## src/hdl/assert_macros.svh

```systemverilog
// Assertion macros shared by the cursor controller modules.
`ifndef ASSERT_MACROS_SVH
`define ASSERT_MACROS_SVH
`ifndef NO_ASSERTIONS
`define TCC_ASSERT(lbl, clk, rstn, prop, msg) \
  lbl: assert property (@(posedge clk) disable iff (!rstn) prop) else $error(msg);
`define TCC_ASSERT_ALWAYS(lbl, clk, prop, msg) \
  lbl: assert property (@(posedge clk) prop) else $error(msg);
`else
`define TCC_ASSERT(lbl, clk, rstn, prop, msg)
`define TCC_ASSERT_ALWAYS(lbl, clk, prop, msg)
`endif
`endif

```

## src/hdl/tcc_pkg.sv

```systemverilog
// Types, codes and constants of the terminal cursor controller.
`default_nettype none
package tcc_pkg;

  localparam int TAB_WIDTH   = 8;
  localparam int MAX_COLUMNS = 255;
  localparam int MAX_ROWS    = 255;
  localparam int ROW_LIMIT   = 511;

  localparam logic [7:0] COLUMNS_RESET = 8'd40;
  localparam logic [7:0] ROWS_RESET    = 8'd28;

  // Queue depths; both must be powers of two so the pointers wrap naturally.
  localparam int OPQ_DEPTH  = 2;
  localparam int OUTQ_DEPTH = 2;

  // Configuration register indexes.
  localparam logic CFG_SCREEN_COLUMNS = 1'b0;
  localparam logic CFG_SCREEN_ROWS    = 1'b1;

  // Control and CSI final bytes.
  localparam logic [7:0] CH_NUL = 8'h00;
  localparam logic [7:0] CH_BEL = 8'h07;
  localparam logic [7:0] CH_BS  = 8'h08;
  localparam logic [7:0] CH_TAB = 8'h09;
  localparam logic [7:0] CH_LF  = 8'h0A;
  localparam logic [7:0] CH_VT  = 8'h0B;
  localparam logic [7:0] CH_FF  = 8'h0C;
  localparam logic [7:0] CH_CR  = 8'h0D;
  localparam logic [7:0] CSI_UP    = 8'h41;
  localparam logic [7:0] CSI_DOWN  = 8'h42;
  localparam logic [7:0] CSI_RIGHT = 8'h43;
  localparam logic [7:0] CSI_LEFT  = 8'h44;
  localparam logic [7:0] CSI_POS   = 8'h48;
  localparam logic [7:0] CSI_ED    = 8'h4A;
  localparam logic [7:0] CSI_EL    = 8'h4B;

  typedef enum logic [1:0] {
    KIND_PRINT   = 2'd0,
    KIND_EXECUTE = 2'd1,
    KIND_CSI     = 2'd2,
    KIND_IGNORE  = 2'd3
  } kind_e;

  typedef enum logic [2:0] {
    CMD_WRITE      = 3'd0,
    CMD_CLEAR      = 3'd1,
    CMD_AREA_CLEAR = 3'd2,
    CMD_LINE_CLEAR = 3'd3,
    CMD_PART_CLEAR = 3'd4
  } cmd_e;

  typedef enum logic [1:0] {
    ERASE_TO_END    = 2'd0,
    ERASE_TO_CURSOR = 2'd1,
    ERASE_ALL       = 2'd2
  } erase_sel_e;

  typedef enum logic [3:0] {
    OP_PRINT,
    OP_BACKSPACE,
    OP_NEWLINE,
    OP_RETURN,
    OP_TAB,
    OP_VTAB,
    OP_UP,
    OP_DOWN,
    OP_RIGHT,
    OP_LEFT,
    OP_HOME,
    OP_GOTO,
    OP_ERASE_SCREEN,
    OP_ERASE_LINE
  } op_e;

  typedef struct packed {
    logic [1:0] kind;
    logic [7:0] char_code;
    logic [7:0] param_first;
    logic [7:0] param_second;
    logic [4:0] param_count;
  } in_item_t;

  typedef struct packed {
    logic [2:0] command;
    logic [7:0] glyph;
    logic [7:0] col_start;
    logic [7:0] col_end;
    logic [7:0] row_start;
    logic [7:0] row_end;
  } out_item_t;

  // One classified action: arg_a carries the move count or target row,
  // arg_b the target column.
  typedef struct packed {
    op_e        op;
    logic [7:0] glyph;
    logic [7:0] arg_a;
    logic [7:0] arg_b;
    erase_sel_e sel;
  } op_entry_t;

endpackage
`default_nettype wire

```

## src/hdl/tcc_front.sv

```systemverilog
// Front end: decodes a parser action into a cursor operation or drops it.
`default_nettype none
module tcc_front (
  input  wire logic             in_push,
  input  wire logic             in_full,
  input  tcc_pkg::in_item_t     in_data,
  output logic                  opq_push,
  output tcc_pkg::op_entry_t    opq_data
);
  import tcc_pkg::*;

  logic       keep;
  logic [7:0] sel_raw;
  logic [7:0] move_n;

  assign move_n  = (in_data.param_first == 8'd0) ? 8'd1 : in_data.param_first;
  assign sel_raw = (in_data.param_count != 5'd0) ? in_data.param_first : 8'd0;

  always_comb begin
    keep           = 1'b1;
    opq_data.op    = OP_PRINT;
    opq_data.glyph = in_data.char_code;
    opq_data.arg_a = move_n;
    opq_data.arg_b = 8'd0;
    opq_data.sel   = erase_sel_e'(sel_raw[1:0]);
    case (kind_e'(in_data.kind))
      KIND_PRINT: begin
        opq_data.op = OP_PRINT;
      end
      KIND_EXECUTE: begin
        case (in_data.char_code)
          CH_NUL, CH_BEL, CH_FF: keep = 1'b0;
          CH_BS:  opq_data.op = OP_BACKSPACE;
          CH_LF:  opq_data.op = OP_NEWLINE;
          CH_CR:  opq_data.op = OP_RETURN;
          CH_TAB: opq_data.op = OP_TAB;
          CH_VT:  opq_data.op = OP_VTAB;
          default: opq_data.op = OP_PRINT;
        endcase
      end
      KIND_CSI: begin
        case (in_data.char_code)
          CSI_UP: begin
            opq_data.op = OP_UP;
            keep        = (in_data.param_count != 5'd0);
          end
          CSI_DOWN: begin
            opq_data.op = OP_DOWN;
            keep        = (in_data.param_count != 5'd0);
          end
          CSI_RIGHT: begin
            opq_data.op = OP_RIGHT;
            keep        = (in_data.param_count != 5'd0);
          end
          CSI_LEFT: begin
            opq_data.op = OP_LEFT;
            keep        = (in_data.param_count != 5'd0);
          end
          CSI_POS: begin
            // Row and column targets are one-based, with zero read as one.
            opq_data.arg_a = (in_data.param_first == 8'd0) ? 8'd0 :
                             in_data.param_first - 8'd1;
            opq_data.arg_b = (in_data.param_second == 8'd0) ? 8'd0 :
                             in_data.param_second - 8'd1;
            if (in_data.param_count == 5'd0) begin
              opq_data.op = OP_HOME;
            end else if (in_data.param_count == 5'd2) begin
              opq_data.op = OP_GOTO;
            end else begin
              keep = 1'b0;
            end
          end
          CSI_ED: begin
            opq_data.op = OP_ERASE_SCREEN;
            keep        = (sel_raw <= 8'(ERASE_ALL));
          end
          CSI_EL: begin
            opq_data.op = OP_ERASE_LINE;
            keep        = (sel_raw <= 8'(ERASE_ALL));
          end
          default: keep = 1'b0;
        endcase
      end
      default: keep = 1'b0;
    endcase
  end

  assign opq_push = in_push && !in_full && keep;

endmodule
`default_nettype wire

```

## src/hdl/tcc_opq.sv

```systemverilog
// Small queue of decoded operations between the front and back ends.
`default_nettype none
`include "assert_macros.svh"
module tcc_opq (
  input  wire logic             clk,
  input  wire logic             rst_n,
  input  wire logic             push,
  input  tcc_pkg::op_entry_t    push_data,
  output logic                  full,
  output logic                  valid,
  input  wire logic             pop,
  output tcc_pkg::op_entry_t    pop_data
);
  import tcc_pkg::*;

  localparam int AW = (OPQ_DEPTH > 1) ? $clog2(OPQ_DEPTH) : 1;
  localparam int CW = $clog2(OPQ_DEPTH + 1);

  op_entry_t       mem_r [OPQ_DEPTH];
  logic [AW-1:0]   wr_ptr_r, wr_ptr_nxt;
  logic [AW-1:0]   rd_ptr_r, rd_ptr_nxt;
  logic [CW-1:0]   cnt_r, cnt_nxt;
  logic            do_push, do_pop;

  assign full     = (cnt_r == CW'(OPQ_DEPTH));
  assign valid    = (cnt_r != '0);
  assign pop_data = mem_r[rd_ptr_r];
  assign do_push  = push && !full;
  assign do_pop   = pop && valid;

  always_comb begin
    wr_ptr_nxt = do_push ? wr_ptr_r + AW'(1) : wr_ptr_r;
    rd_ptr_nxt = do_pop  ? rd_ptr_r + AW'(1) : rd_ptr_r;
    cnt_nxt    = cnt_r + CW'(do_push) - CW'(do_pop);
  end

  always_ff @(posedge clk) begin
    if (!rst_n) begin
      wr_ptr_r <= '0;
      rd_ptr_r <= '0;
      cnt_r    <= '0;
    end else begin
      wr_ptr_r <= wr_ptr_nxt;
      rd_ptr_r <= rd_ptr_nxt;
      cnt_r    <= cnt_nxt;
    end
  end

  always_ff @(posedge clk) begin
    if (do_push) begin
      mem_r[wr_ptr_r] <= push_data;
    end
  end

  `TCC_ASSERT(a_opq_bound, clk, rst_n, (cnt_r <= CW'(OPQ_DEPTH)), "op queue overfilled")
  `TCC_ASSERT(a_opq_no_lost_push, clk, rst_n, (push |-> !full), "push into full op queue")
  `TCC_ASSERT(a_opq_count_track, clk, rst_n, ((do_push && !do_pop) |=> (cnt_r != '0)), "op queue lost a word")

endmodule
`default_nettype wire

```

## src/hdl/tcc_back.sv

```systemverilog
// Back end: cursor state, screen size registers and the result queue.
`default_nettype none
`include "assert_macros.svh"
module tcc_back (
  input  wire logic             clk,
  input  wire logic             rst_n,
  input  wire logic             cfg_we,
  input  wire logic             cfg_index,
  input  wire logic [7:0]       cfg_data,
  input  wire logic             op_valid,
  input  tcc_pkg::op_entry_t    op_data,
  output logic                  op_pop,
  output logic                  out_empty,
  input  wire logic             out_pop,
  output tcc_pkg::out_item_t    out_data
);
  import tcc_pkg::*;

  localparam int AW = (OUTQ_DEPTH > 1) ? $clog2(OUTQ_DEPTH) : 1;
  localparam int CW = $clog2(OUTQ_DEPTH + 1);

  logic [7:0] cols_r, rows_r;
  logic [7:0] cfg_sat;
  logic [7:0] col_r, col_nxt;
  logic [8:0] row_r, row_nxt;

  out_item_t     outq_r [OUTQ_DEPTH];
  logic [AW-1:0] wr_ptr_r, rd_ptr_r;
  logic [CW-1:0] cnt_r, cnt_nxt;
  logic          out_fire, outq_room;

  logic          emit;
  out_item_t     res;

  logic [8:0] row_inc, wrap_row, sum9_col, up_diff;
  logic [7:0] wrap_col, left_diff, col_lim, row_lim;
  logic [9:0] down_sum;
  logic       wrap, up_under;

  // Write data saturated into one to the maximum size.
  always_comb begin
    if (cfg_data == 8'd0) begin
      cfg_sat = 8'd1;
    end else if ((cfg_index == CFG_SCREEN_COLUMNS) && (cfg_data > 8'(MAX_COLUMNS))) begin
      cfg_sat = 8'(MAX_COLUMNS);
    end else if ((cfg_index == CFG_SCREEN_ROWS) && (cfg_data > 8'(MAX_ROWS))) begin
      cfg_sat = 8'(MAX_ROWS);
    end else begin
      cfg_sat = cfg_data;
    end
  end

  always_ff @(posedge clk) begin
    if (!rst_n) begin
      cols_r <= COLUMNS_RESET;
      rows_r <= ROWS_RESET;
    end else if (cfg_we) begin
      if (cfg_index == CFG_SCREEN_COLUMNS) begin
        cols_r <= cfg_sat;
      end else begin
        rows_r <= cfg_sat;
      end
    end
  end

  // Result queue handshake; a pop frees a slot in the same cycle.
  assign out_fire  = out_pop && !out_empty;
  assign out_empty = (cnt_r == '0);
  assign out_data  = outq_r[rd_ptr_r];
  assign outq_room = (cnt_r != CW'(OUTQ_DEPTH)) || out_fire;
  assign op_pop    = op_valid && outq_room;

  always_comb begin
    row_inc   = (row_r == 9'(ROW_LIMIT)) ? row_r : row_r + 9'd1;
    wrap      = (col_r >= cols_r);
    wrap_col  = wrap ? 8'd0 : col_r;
    wrap_row  = wrap ? row_inc : row_r;
    sum9_col  = {1'b0, col_r} + ((op_data.op == OP_TAB) ? 9'(TAB_WIDTH) :
                                 {1'b0, op_data.arg_a});
    up_under  = (row_r < {1'b0, op_data.arg_a});
    up_diff   = row_r - {1'b0, op_data.arg_a};
    down_sum  = {1'b0, row_r} + {2'b00, op_data.arg_a};
    left_diff = col_r - op_data.arg_a;
    col_lim   = (col_r >= cols_r) ? cols_r : col_r;
    row_lim   = (row_r >= {1'b0, rows_r}) ? rows_r : row_r[7:0];
  end

  always_comb begin
    col_nxt = col_r;
    row_nxt = row_r;
    emit    = 1'b0;
    res     = '0;
    case (op_data.op)
      OP_PRINT: begin
        col_nxt = wrap_col;
        row_nxt = wrap_row;
        if (wrap_row < {1'b0, rows_r}) begin
          emit          = 1'b1;
          res.command   = CMD_WRITE;
          res.glyph     = op_data.glyph;
          res.col_start = wrap_col;
          res.row_start = wrap_row[7:0];
          col_nxt       = wrap_col + 8'd1;
        end
      end
      OP_BACKSPACE: begin
        if ((col_r != 8'd0) && ((col_r - 8'd1) < cols_r)) begin
          col_nxt = col_r - 8'd1;
        end
      end
      OP_NEWLINE: begin
        col_nxt = 8'd0;
        row_nxt = row_inc;
      end
      OP_RETURN: col_nxt = 8'd0;
      OP_VTAB:   row_nxt = row_inc;
      OP_TAB: begin
        if (sum9_col >= {1'b0, cols_r}) begin
          if (col_r < cols_r) begin
            col_nxt = cols_r - 8'd1;
          end
        end else begin
          col_nxt = sum9_col[7:0];
        end
      end
      OP_UP: begin
        row_nxt = (up_under || (up_diff >= {1'b0, rows_r})) ? 9'd0 : up_diff;
      end
      OP_DOWN: begin
        row_nxt = (down_sum >= {2'b00, rows_r}) ? {1'b0, rows_r - 8'd1} :
                  down_sum[8:0];
      end
      OP_RIGHT: begin
        col_nxt = (sum9_col >= {1'b0, cols_r}) ? cols_r - 8'd1 : sum9_col[7:0];
      end
      OP_LEFT: begin
        col_nxt = ((col_r < op_data.arg_a) || (left_diff >= cols_r)) ? 8'd0 :
                  left_diff;
      end
      OP_HOME: begin
        col_nxt = 8'd0;
        row_nxt = 9'd0;
      end
      OP_GOTO: begin
        col_nxt = op_data.arg_b;
        row_nxt = {1'b0, op_data.arg_a};
      end
      OP_ERASE_SCREEN: begin
        case (op_data.sel)
          ERASE_TO_END: begin
            if ((col_r == 8'd0) && (row_r == 9'd0)) begin
              emit        = 1'b1;
              res.command = CMD_CLEAR;
            end else if ((col_r < cols_r) && (row_r < {1'b0, rows_r})) begin
              emit          = 1'b1;
              res.command   = CMD_AREA_CLEAR;
              res.col_start = col_r;
              res.col_end   = cols_r;
              res.row_start = row_r[7:0];
              res.row_end   = rows_r;
            end
          end
          ERASE_TO_CURSOR: begin
            if ((col_r != 8'd0) && (row_r != 9'd0)) begin
              emit        = 1'b1;
              res.command = CMD_AREA_CLEAR;
              res.col_end = col_lim;
              res.row_end = row_lim;
            end
          end
          ERASE_ALL: begin
            emit        = 1'b1;
            res.command = CMD_CLEAR;
          end
          default: emit = 1'b0;
        endcase
      end
      OP_ERASE_LINE: begin
        if (row_r < {1'b0, rows_r}) begin
          res.row_start = row_r[7:0];
          case (op_data.sel)
            ERASE_TO_END: begin
              if (col_r < cols_r) begin
                emit = 1'b1;
                if (col_r == 8'd0) begin
                  res.command = CMD_LINE_CLEAR;
                end else begin
                  res.command   = CMD_PART_CLEAR;
                  res.col_start = col_r;
                  res.col_end   = cols_r;
                end
              end
            end
            ERASE_TO_CURSOR: begin
              if (col_r != 8'd0) begin
                emit          = 1'b1;
                res.command   = CMD_PART_CLEAR;
                res.col_end   = col_lim;
              end
            end
            ERASE_ALL: begin
              emit        = 1'b1;
              res.command = CMD_LINE_CLEAR;
            end
            default: emit = 1'b0;
          endcase
        end
      end
      default: emit = 1'b0;
    endcase
  end

  always_comb begin
    cnt_nxt = cnt_r + CW'(op_pop && emit) - CW'(out_fire);
  end

  always_ff @(posedge clk) begin
    if (!rst_n) begin
      col_r    <= 8'd0;
      row_r    <= 9'd0;
      wr_ptr_r <= '0;
      rd_ptr_r <= '0;
      cnt_r    <= '0;
    end else begin
      if (op_pop) begin
        col_r <= col_nxt;
        row_r <= row_nxt;
      end
      if (op_pop && emit) begin
        wr_ptr_r <= wr_ptr_r + AW'(1);
      end
      if (out_fire) begin
        rd_ptr_r <= rd_ptr_r + AW'(1);
      end
      cnt_r <= cnt_nxt;
    end
  end

  always_ff @(posedge clk) begin
    if (op_pop && emit) begin
      outq_r[wr_ptr_r] <= res;
    end
  end

  `TCC_ASSERT(a_outq_bound, clk, rst_n, (cnt_r <= CW'(OUTQ_DEPTH)), "result queue overfilled")
  `TCC_ASSERT(a_print_advances, clk, rst_n, ((op_pop && emit && (op_data.op == OP_PRINT)) |=> (col_r != 8'd0)), "print did not advance the cursor")
  `TCC_ASSERT(a_visible_row, clk, rst_n, ((op_pop && emit) |-> (row_r <= 9'(ROW_LIMIT))), "result taken from row past the limit")

endmodule
`default_nettype wire

```

## src/hdl/terminal_cursor_controller.sv

```systemverilog
// Top level of the terminal cursor controller.
//
//   Channel  Ports                          Accepted when
//   -------  -----------------------------  -------------------------
//   input    in_push, in_full, in_data      in_push high, in_full low
//   result   out_empty, out_pop, out_data   out_pop high, out_empty low
//   config   cfg_we, cfg_index, cfg_data    cfg_we high
//
// One word is accepted per cycle while in_full is low. A kept word is
// written into the operation queue; the back end then pops it, updates the
// cursor and writes any command it yields into the result queue, whose head
// is shown on out_data. Reset is synchronous and clears the cursor, both
// queues and sets the screen to 40 by 28. The input side reports full only
// when the two-entry operation queue is full, which happens only while the
// two-entry result queue is full.
//
// The front end decodes each parser action into a cursor operation; ignored
// actions, silent controls, unknown CSI finals, moves with no parameters,
// positioning with one or more than two parameters and bad erase selectors
// are dropped right there and never occupy a queue slot. The back end owns the
// cursor and the screen size registers and retires one operation per cycle
// as long as the result queue has a free slot or is being popped.
`default_nettype none
module terminal_cursor_controller (
  input  wire logic            clk,
  input  wire logic            rst_n,
  input  wire logic            cfg_we,
  input  wire logic            cfg_index,
  input  wire logic [7:0]      cfg_data,
  input  wire logic            in_push,
  output logic                 in_full,
  input  tcc_pkg::in_item_t    in_data,
  output logic                 out_empty,
  input  wire logic            out_pop,
  output tcc_pkg::out_item_t   out_data
);
  import tcc_pkg::*;

  logic      opq_push;
  op_entry_t opq_wdata;
  logic      opq_valid;
  logic      opq_pop;
  op_entry_t opq_rdata;

  // Decoder: classifies the action while it is being accepted.
  tcc_front u_front (
    .in_push  (in_push),
    .in_full  (in_full),
    .in_data  (in_data),
    .opq_push (opq_push),
    .opq_data (opq_wdata)
  );

  // Decouples the decoder from the cursor so each side stalls on its own.
  tcc_opq u_opq (
    .clk       (clk),
    .rst_n     (rst_n),
    .push      (opq_push),
    .push_data (opq_wdata),
    .full      (in_full),
    .valid     (opq_valid),
    .pop       (opq_pop),
    .pop_data  (opq_rdata)
  );

  // Cursor update and command generation, with its own result queue.
  tcc_back u_back (
    .clk       (clk),
    .rst_n     (rst_n),
    .cfg_we    (cfg_we),
    .cfg_index (cfg_index),
    .cfg_data  (cfg_data),
    .op_valid  (opq_valid),
    .op_data   (opq_rdata),
    .op_pop    (opq_pop),
    .out_empty (out_empty),
    .out_pop   (out_pop),
    .out_data  (out_data)
  );

endmodule
`default_nettype wire
```

## config.mk

```make
export PLATFORM = sky130hd
export DESIGN_NAME = terminal_cursor_controller
export DESIGN_NICKNAME = d
export VERILOG_FILES = /design/src/hdl/tcc_pkg.sv /design/src/hdl/tcc_front.sv /design/src/hdl/tcc_opq.sv /design/src/hdl/tcc_back.sv /design/src/hdl/terminal_cursor_controller.sv
export VERILOG_INCLUDE_DIRS = /design/src /design/src/hdl
export SDC_FILE = /design/constraint.sdc
export NUM_CORES = 1
export LEC_CHECK = 0
export BUFFER_PORTS_ARGS = -buffer_cell sky130_fd_sc_hd__buf_4
export CORE_MARGIN = 2
export CORE_UTILIZATION = 45
export CTS_CLUSTER_SIZE = 40
export DETAILED_ROUTE_END_ITERATION = 10
export GPL_ROUTABILITY_DRIVEN = 0
export PLACE_DENSITY_LB_ADDON = 0.12
export SLEW_MARGIN = 20
export SYNTH_ARGS = -nofsm -noshare
export SYNTH_HDL_FRONTEND = slang
export SYNTH_SLANG_ARGS = --single-unit
```

## constraint.sdc

```tcl
create_clock -name clk -period 7.4 [get_ports clk]
set_clock_uncertainty 0.05 [all_clocks]
set_input_delay 1.85 -clock clk [delete_from_list [all_inputs] [get_ports clk]]
set_output_delay 1.85 -clock clk [all_outputs]
set_load 0.01 [all_outputs]
```

==> results.toml <==
[die]
die_x_um = 176
rows = 62
die_y_um = 176
start_util = 0.460
die-area_mm2 = 0.0309
core_mm2 = 0.0289
ios = 90

[routing]
routed_via_density = 6.05
first_iter_violations = 993
drc_errors = 0
num_vias = 10900
totalWireLength_mm = 37.9
ant_nets = 0
wl_per_cell_um = 21.1
drt_first_pass_iters = 6

[run_status]
status = "completed"

[placement]
hpwl_mm = 28.3
place_inst = 1768
io_buffer_count = 89

[sta]
setup_viol = 0
period_minus_slack_ps = 6200
fmax_mhz = 161
fin_tns_setup_ps = 0
hold_viol = 0
tightest_slew_ps = 1040
rsz0062_at_grt = "no"
report.final.slew_viol_count = 0
slew_headroom = 0.297
timing.final.crit_share = 0.838

[global_routing]
grt_pass1_vias = 10500
grt_first_pass_wirelength_mm = 58.9
grtUsageTotal = 0.244
grt_max_degree = 44
antenna_found_initial = 0
grt.overflow.total = 0

[clock_tree]
cts-buffers-inserted = 17
clock_sinks = 189
cts_hold_buf = 0
cts_resized = 0
cts_tree = "done"
clk_latency_ps = 440
clkTransAtPathRegs_ps = 80
clockBufferDepth = 2
cts_setup_buffers = 0
cts_root_buffer = "clkbuf_16"
h-tree-depth = 4

[cells_and_area]
syn2layout_area_growth_pct = 12.9
final_nets = 1570
nFillCells = 2717
drive_gt1_frac = 0.167
final_cells = 1800
diodes = 0

[logic_synthesis]
syn_area_per_cell_um2 = 9.97
synth_flop_cell = "edfxtp_1"
synth_edf_count = 146
ys_seq_area_frac = 0.395
synth-async-reset-ratio = 0
ys_warn_count = 0
ys_ff_latch = 189
synth_fp_nets = 1498
syn_area_mm2 = 0.0133
synthCells = 1331
ys_types = 92

[power]
pwr_density_cell_mw_per_mm2 = 366
internal-power_mw = 2.92
seqPwrFrac = 0.266
comb_power_share = 0.555
power_frac_clock = 0.179
power_leakage_nw = 5.66
sw_frac_of_total = 0.467
p_sw_mw = 2.56
ir_worst_vdd_uv = 198

[setup_path]
crit_type = "reg2reg"
startpoint_type = "flop"
arrival_ps = 6290
worstPathRequired_ps = 7490
cp-end-kind = "flop"
cp_max_fo = 24

[worst_hold_path]
hold_class = "reg2reg"

[flow_run]
drv_cap = 0
routing by layer:
metal	vias to the layer above	track usage	share of wire
li1	5178	-	-
met1	5230	0.323	0.44
met2	412	0.416	0.49
met3	72	0.0305	0.056
met4	0	0.0802	0.021
met5	-	0	0
placed cells by master (no fill, tap or decap), types with 14 or more instances in the layout:
cell       instances
a211oi_1          16
a21oi_1           65
a22oi_1           24
and2_1            18
buf_4            108
clkbuf_16         17
dfxtp_1           41
edfxtp_1         146
ha_1             118
inv_1             67
mux2_2            53
mux2i_1           33
nand2_1           89
nand2b_1          19
nand3_1           32
nand4_1           19
nor2_1           115
nor2b_1           17
nor3_1            39
nor4_1            17
o211ai_1          19
o21ai_0           53
o22ai_1           15
xnor2_1           51
xor2_1            14
worst max-delay path: stages (launching register included):
cell	delay (ps)
dfxtp_1	620
inv_1	260
ha_1	340
nand2b_4	120
a2111oi_4	70
o31a_1	300
buf_4	190
nor2_1	550
nand2_1	280
xnor2_1	190
ha_1	330
a21oi_1	220
o2111ai_1	130
a211o_1	360
o31ai_4	280
nand3_1	110
buf_4	210
a311oi_2	370
nor2b_4	640
buf_12	270
cells in the mapped netlist, types with 8 or more instances:
| cell | instances | area share |
|---|---|---|
| edfxtp_1 | 146 | 0.33 |
| ha_1 | 118 | 0.11 |
| nor2_1 | 115 | 0.033 |
| nand2_1 | 89 | 0.025 |
| inv_1 | 67 | 0.019 |
| a21oi_1 | 65 | 0.025 |
| mux2_2 | 53 | 0.045 |
| o21ai_0 | 53 | 0.020 |
| xnor2_1 | 51 | 0.034 |
| dfxtp_1 | 43 | 0.065 |
| clkbuf_1 | 39 | 0.011 |
| nor3_1 | 39 | 0.015 |
| mux2i_1 | 33 | 0.025 |
| nand3_1 | 32 | 0.012 |
| a22oi_1 | 24 | 0.014 |
| and2_1 | 20 | 0.0094 |
| nand2b_1 | 19 | 0.0090 |
| nand4_1 | 19 | 0.0090 |
| nor2b_1 | 19 | 0.0090 |
| o211ai_1 | 19 | 0.011 |
| nor4_1 | 17 | 0.0080 |
| a211oi_1 | 16 | 0.0091 |
| o22ai_1 | 15 | 0.0071 |
| xor2_1 | 14 | 0.0092 |
| a31oi_1 | 11 | 0.0052 |
| o21a_1 | 11 | 0.0062 |
| a21o_1 | 10 | 0.0057 |
| o221ai_1 | 9 | 0.0059 |
| or3_1 | 9 | 0.0042 |
| o31ai_1 | 8 | 0.0045 |
layout make-up:
class	instances	area, um2	area share
clock buffers	17	425	0.0284
multi-input cells	1018	7540	0.503
repair buffers	109	831	0.0555
clock inverters	15	201	0.0135
flip-flops and latches	189	5250	0.350
well taps	384	480	0.0321
inverters	68	255	0.0170
power by group through the flow:
| stage | clock network, mW | registers (mW) | logic [mW] |
|---|---|---|---|
| 3_3_place_gp | 0 | 1.48 | 2.94 |
| 5_1_grt | 1.03 | 1.47 | 3.34 |
| 4_1_cts | 1.00 | 1.45 | 2.99 |
| 6_report | 0.980 | 1.46 | 3.04 |
| 3_5_place_dp | 0 | 1.48 | 2.96 |
| 2_1_floorplan | 0 | 1.31 | 2.25 |
metrics by stage:
| stage | setup slack [ps] | utilization | instance area (um2) | power (mW) | hold slack (ps) |
|---|---|---|---|---|---|
| 6_report | 1200 | 0.519 | 15000 | 5.48 | 444 |
| 5_1_grt | 863 | 0.519 | 15000 | 5.85 | 459 |
| 4_1_cts | 1280 | 0.519 | 15000 | 5.45 | 447 |
| 3_5_place_dp | 1310 | 0.497 | 14300 | 4.44 | 434 |
| 3_3_place_gp | 1480 | 0.497 | 14300 | 4.42 | 435 |
| 2_1_floorplan | 813 | - | 13300 | 3.56 | 401 |
sequential cells by signal, summed over array words and instances, names as in the netlist, named ones only:
name,flops
u_back.cols_r,8
u_back.cnt_r,2
u_back.outq_r,86
u_opq.cnt_r,2
u_back.col_r,8
u_opq.rd_ptr_r,1
u_back.rd_ptr_r,1
u_back.rows_r,8
u_back.row_r,9
u_opq.wr_ptr_r,1
u_opq.mem_r,60
u_back.wr_ptr_r,1
path summary, 6_finish.rpt:
path                            cells after the start                          start  slack [ps]                            end
worst max-delay path                               19   u_back.col_r[0]$_SDFFE_PN0P_        1200  u_back.outq_r[0][5]$_DFFE_PP_
worst min-delay path                                2  u_back.cols_r[7]$_SDFFE_PN0P_         440  u_back.cols_r[7]$_SDFFE_PN0P_
worst max register to register                     19   u_back.col_r[0]$_SDFFE_PN0P_        1200  u_back.outq_r[0][5]$_DFFE_PP_
worst min register to register                      2  u_back.cols_r[7]$_SDFFE_PN0P_         440  u_back.cols_r[7]$_SDFFE_PN0P_
cells by family after synthesis:
family,after synthesis,synth area share
AO/OA/AOI/OAI,324,0.175
XOR/XNOR,65,0.0429
adder cells (fa/ha/maj),122,0.117
buffers and inverters,124,0.0375
flip-flops,189,0.395
multiplexers,88,0.0720
AND/OR/NAND/NOR,419,0.160
Power figures use the tool's default switching activity.
